==> src/set_associative_lru_cache_tags_assert.svh <==
// assertion macros for the lru cache tag block
`ifndef SET_ASSOCIATIVE_LRU_CACHE_TAGS_ASSERT_SVH
`define SET_ASSOCIATIVE_LRU_CACHE_TAGS_ASSERT_SVH
`ifndef SYNTHESIS
`define SALC_ASSERT(lbl, clk, rst_n, prop) \
    lbl: assert property (@(posedge clk) disable iff (!rst_n) prop) \
        else $error("assertion failed");
`define SALC_ASSERT_NEXT(lbl, clk, rst_n, pre, post) \
    lbl: assert property (@(posedge clk) disable iff (!rst_n) (pre) |=> (post)) \
        else $error("assertion failed");
`else
`define SALC_ASSERT(lbl, clk, rst_n, prop)
`define SALC_ASSERT_NEXT(lbl, clk, rst_n, pre, post)
`endif
`endif

==> src/salc_pkg.sv <==
// shared types and constants of the lru cache tag block
package salc_pkg;
    localparam int TAG_W = 30;

    localparam logic [1:0] CFG_WAY_MODE   = 2'd0;
    localparam logic [1:0] CFG_BLOCK_LOG2 = 2'd1;
    localparam logic [1:0] CFG_LINES_LOG2 = 2'd2;

    localparam logic [1:0] MODE_DIRECT = 2'd0;
    localparam logic [1:0] MODE_FULL   = 2'd1;
    localparam logic [1:0] MODE_TWO    = 2'd2;
    localparam logic [1:0] MODE_FOUR   = 2'd3;

    typedef enum logic [2:0] {
        S_CLEAR,
        S_IDLE,
        S_SEARCH,
        S_UPDATE,
        S_DONE
    } t_state;

    typedef struct packed {
        logic sweep;
        logic load;
        logic scan;
        logic restart;
        logic update;
        logic emit;
    } t_cmd;

    typedef struct packed {
        logic sweep_last;
        logic scan_done;
        logic cfg_we;
    } t_sts;
endpackage

==> src/salc_ctrl.sv <==
// controller state machine of the lru cache tag block
`include "set_associative_lru_cache_tags_assert.svh"
module salc_ctrl (
    input  logic           i_clk,
    input  logic           i_rst_n,
    input  logic           i_in_valid,
    output logic           o_in_ready,
    output logic           o_out_valid,
    input  logic           i_out_ready,
    input  salc_pkg::t_sts i_sts,
    output salc_pkg::t_cmd o_cmd
);
    import salc_pkg::*;

    t_state r_state, n_state;
    logic   r_out_valid, n_out_valid;
    logic   w_accept;
    logic   w_slot_free;

    assign o_in_ready  = (r_state == S_IDLE) && !i_sts.cfg_we;
    assign w_accept    = o_in_ready && i_in_valid;
    assign w_slot_free = !r_out_valid || i_out_ready;
    assign o_out_valid = r_out_valid;

    // next state
    always_comb begin
        n_state = r_state;
        unique case (r_state)
            S_CLEAR: begin
                if (i_sts.sweep_last && !i_sts.cfg_we) n_state = S_IDLE;
            end
            S_IDLE: begin
                if (i_sts.cfg_we) n_state = S_CLEAR;
                else if (w_accept) n_state = S_SEARCH;
            end
            S_SEARCH: begin
                if (i_sts.scan_done) n_state = S_UPDATE;
            end
            S_UPDATE: begin
                if (i_sts.scan_done) n_state = S_DONE;
            end
            S_DONE: begin
                if (w_slot_free) n_state = S_IDLE;
            end
            default: n_state = S_CLEAR;
        endcase
    end

    // commands to the datapath
    always_comb begin
        o_cmd         = '0;
        n_out_valid   = r_out_valid && !i_out_ready;
        unique case (r_state)
            S_CLEAR:  o_cmd.sweep = 1'b1;
            S_IDLE:   o_cmd.load = w_accept;
            S_SEARCH: begin
                o_cmd.scan    = 1'b1;
                o_cmd.restart = i_sts.scan_done;
            end
            S_UPDATE: o_cmd.update = 1'b1;
            S_DONE: begin
                o_cmd.emit = w_slot_free;
                if (w_slot_free) n_out_valid = 1'b1;
            end
            default: o_cmd = '0;
        endcase
    end

    // state registers
    always_ff @(posedge i_clk) begin
        if (!i_rst_n) begin
            r_state     <= S_CLEAR;
            r_out_valid <= 1'b0;
        end else begin
            r_state     <= n_state;
            r_out_valid <= n_out_valid;
        end
    end

    `SALC_ASSERT_NEXT(a_accept_search, i_clk, i_rst_n, w_accept, r_state == S_SEARCH)
    `SALC_ASSERT_NEXT(a_cfg_clear, i_clk, i_rst_n,
        i_sts.cfg_we && (r_state == S_IDLE || r_state == S_CLEAR), r_state == S_CLEAR)
    `SALC_ASSERT(a_out_from_done, i_clk, i_rst_n,
        $rose(r_out_valid) |-> $past(r_state == S_DONE))
endmodule

==> config.mk <==
export PLATFORM = sky130hd
export DESIGN_NAME = salc_ctrl
export DESIGN_NICKNAME = d
export VERILOG_FILES = /design/src/salc_pkg.sv /design/src/salc_ctrl.sv
export VERILOG_INCLUDE_DIRS = /design/src /design/src/src
export SDC_FILE = /design/constraint.sdc
export NUM_CORES = 1
export LEC_CHECK = 0
export ABC_AREA = 1
export BUFFER_PORTS_ARGS = -buffer_cell sky130_fd_sc_hd__buf_2
export CORE_AREA = 2 2 39 41
export DETAILED_ROUTE_END_ITERATION = 7
export DIE_AREA = 0 0 41 43
export SLEW_MARGIN = 20
export SYNTH_ARGS = -nofsm -noshare
export SYNTH_HDL_FRONTEND = slang
export SYNTH_SLANG_ARGS = --single-unit
==> constraint.sdc <==
create_clock -name i_clk -period 1.31 [get_ports i_clk]
set_input_delay 0.393 -clock i_clk [delete_from_list [all_inputs] [get_ports i_clk]]
set_output_delay 0.393 -clock i_clk [all_outputs]
set_load 0.005 [all_outputs]
==> metrics.md <==
| Metric | Value |
|---|---|
| Status | `finished, violations left` |
| Failing checks | `negative setup slack` |
| Tcrit/Tclk final | `1.13` |
| Sequential share of power | `0.237` |
| CTS tree | `done` |
| CP Cell Sequence | `inv_2, nor2_2, and2_4, inv_1, nor2_1, buf_2` |
| Chip height | `43 um` |
| R2r startpoint | `r_state[2]$_SDFFE_PN0P_` |
| Critical path data arrival time | `1.09 ns` |
| Minimum clock period | `1.49 ns` |
| CP max FO | `4` |
| CTS Buf Count | `3` |
| Design Power | `between 0.0009 and 0.001 W` |
| Most frequent cell after synthesis | `nor2_1` |
| Sink Count | `4` |
| Grt total ovfl | `0` |
| Min-Delay Path Class | `primary input to flop` |
| Crit. End Element | `primary output` |
| Drt total wl | `between 800 and 900 um` |
| Critical setup path kind | `flop to primary output` |
| R2r setup slk | `0.06 ns` |
| # Max-Cap Violations | `0` |
| Beginning of the worst hold path | `i_rst_n` |
| Post-synthesis cell count | `49` |
| Starting Density | `0.216` |
| Hold_buf cts | `0` |
| Global-route wire length before repair | `between 1 and 1.5 mm` |
| Port Buffer Count | `14` |
| GP Congestion | `~0.69` |
| Final ANT Viol Nets | `0` |
| Synth area leader | `dfxtp_1` |
| Synth Flop Type | `dfxtp_1` |
| Final Hold Vio Count | `0` |
| Worst Path Required | `between 0.9 and 1 ns` |
| Largest net degree at the start of global routing | `7` |
| Async SR Flop Fraction | `0` |
| Final instance area | `528 um^2` |
| DR iter-0 viols | `2` |
| Crit-path max cell delay | `0.36 ns` |
| Post-synthesis sequential area ratio | `0.268` |
| Number of diodes | `0` |
| Setup ws final | `-0.175 ns` |
| R2R Path End | `r_state[2]$_SDFFE_PN0P_` |
| Fin util | `0.382` |
| Cell Area, Placed | `427 um^2` |
| Comb power frac | `0.617` |
| Post-Syn Nets | `56` |
| Reg clk slew, reported paths | `0.03 ns` |
| Critical path launch point type | `flop` |
| Ys Warns | `0` |
| Clock skew | `~0.0018 ns` |
| Setup_tns | `-0.710 ns` |
| Ports | `15` |
| Netlist cell types | `14` |
| Peak VDD IR | `622 uV` |
| Unrepaired setup endpoints after global routing | `yes` |
| EDFF count, synth | `0` |
| Switching part of the total power | `0.419` |
| Synth cell count leaders | `nor2_1 (12), nand2_1 (8), inv_1 (6)` |
| Num rows | `14` |
| CTS H-tree lvls | `1` |
| DRC errors left | `0` |
| Clock Power Share | `0.147` |
| Final setup viols | `7` |
| Worst slew margin | `0.875` |
| Root buffer cell | `clkbuf_4` |
| Reg2reg path depth | `9` |
| Vias | `378` |
| Initial antenna violation count | `0` |
| Routed WL per cell | `9.29 um` |
| Clock tree buffer depth | `2` |
| Worst Hold End | `r_state[1]$_SDFFE_PN0P_` |
| Synth area leaders | `dfxtp_1 (27%), nor2_1 (15%), nand2_1 (10%)` |
| Slew Limit Fails | `0` |
| Synthesized cell area | `299 um^2` |
| Final-stage net count | `84` |
| Yosys reg bits | `4` |
| Maximum clock frequency | `between 0.6 and 0.7 GHz` |
| Int Power | `0.000575 W` |
| Latest clock arrival within the worst-skew pair | `around 0.23 ns` |
| Core footprint | `around 1400 um^2` |
| Hold path depth | `3` |
| Post-detail-place hpwl | `613 um` |
| Net Sw Power | `0.000414 W` |
| Die area | `about 1800 um^2` |
| Avg Inst Size Synth | `between 6 and 7 um^2` |
| Share of cells above drive strength 1 | `0.613` |
| Share of the synthesized area in the top cell type | `0.268` |
| PD cells | `1870 nW/um^2` |
| Number of global-route vias before repair | `around 370` |
| Pleak | `around 0.28 nW` |
| Via density | `roughly 4.2` |
| Worst-Margin Slew | `0.187 ns` |
| Die Width | `41 um` |
| Area grow syn2layout | `76.6%` |
| GR Util All Layers | `0.108` |
| Initial DRT Pass Iterations | `2` |
| Slowest-stage cell, CP | `dfxtp_4` |
power groups by stage:
stage,logic (W),clock network (W),registers (W)
final,0.000610,0.000145,0.000234
after global routing,0.000678,0.000171,0.000240
after CTS,0.000578,0.000157,0.000224
after detailed placement,0.000511,0,0.000208
after global placement,0.000503,0,0.000206
after floorplan,0.000316,0,0.000212
placed cells by master (no fill, tap or decap), types with 3 or more instances in the layout:
| cell | instances |
|---|---|
| inv_2 | 3 |
| nor2_2 | 5 |
| nor2_1 | 11 |
| buf_4 | 8 |
| inv_1 | 6 |
| buf_2 | 13 |
| nand2_1 | 8 |
| clkbuf_4 | 3 |
critical path, delay by kind of cell, from the launching register on:
family                 cells  cell delay [ns]
flip-flops                 1             0.36
AND/OR/NAND/NOR            3             0.32
buffers and inverters      3             0.18
state kept, by name, indices dropped and copies added (netlist names):
register / cells
r_state: 3
o_out_valid: 1
worst max-delay path by stage:
stage	from	endpoint	depth (start not counted)
final	r_state[0]$_SDFFE_PN0P_	o_cmd[4]	6
after global routing	r_state[0]$_SDFFE_PN0P_	o_cmd[4]	6
after CTS	r_state[0]$_SDFFE_PN0P_	o_cmd[4]	6
after detailed placement	i_sts[0]	o_cmd[4]	6
after global placement	i_sts[0]	o_cmd[4]	6
after floorplan	r_state[0]$_SDFFE_PN0P_	o_cmd[4]	5
repair_timing:
| action | 4_1_cts | 5_1_grt |
|---|---|---|
| pin swaps | 2 | 1 |
| endpoints found under the setup margin | 7 | 7 |
| resized for setup | 11 | 3 |
| gates cloned | 0 | 0 |
| setup buffers | 2 | 2 |
layer usage:
| metal | track usage | vias to the layer above | wire length (um) |
|---|---|---|---|
| met5 | 0 | - | 0 |
| met4 | 0.100 | 0 | 8 |
| met3 | 0.0157 | 2 | 45 |
| met2 | 0.166 | 11 | 473 |
| met1 | 0.119 | 165 | 317 |
| li1 | - | 200 | - |
stage by stage:
step,std cells,worst slack [ns],hold slack [ns]
after floorplan,49,0.0889,0.513
after global placement,84,-0.0424,0.546
after detailed placement,84,-0.0869,0.556
after CTS,89,-0.190,0.403
after global routing,91,-0.277,0.415
final,91,-0.175,0.411
layout make-up:
class	count	area [um^2]
multi-input cells	36	215
clock buffers	3	22.5
repair buffers	23	148
well taps	16	20.0
flip-flops and latches	4	88.8
inverters	9	33.8
fillers	160	856
kinds of logic after synthesis:
family,count (synthesis),synth area share
simple gates,35,0.594
flops,4,0.268
compound gates,1,0.0251
buf+inv,9,0.113
(Power assumes the default switching activity.)
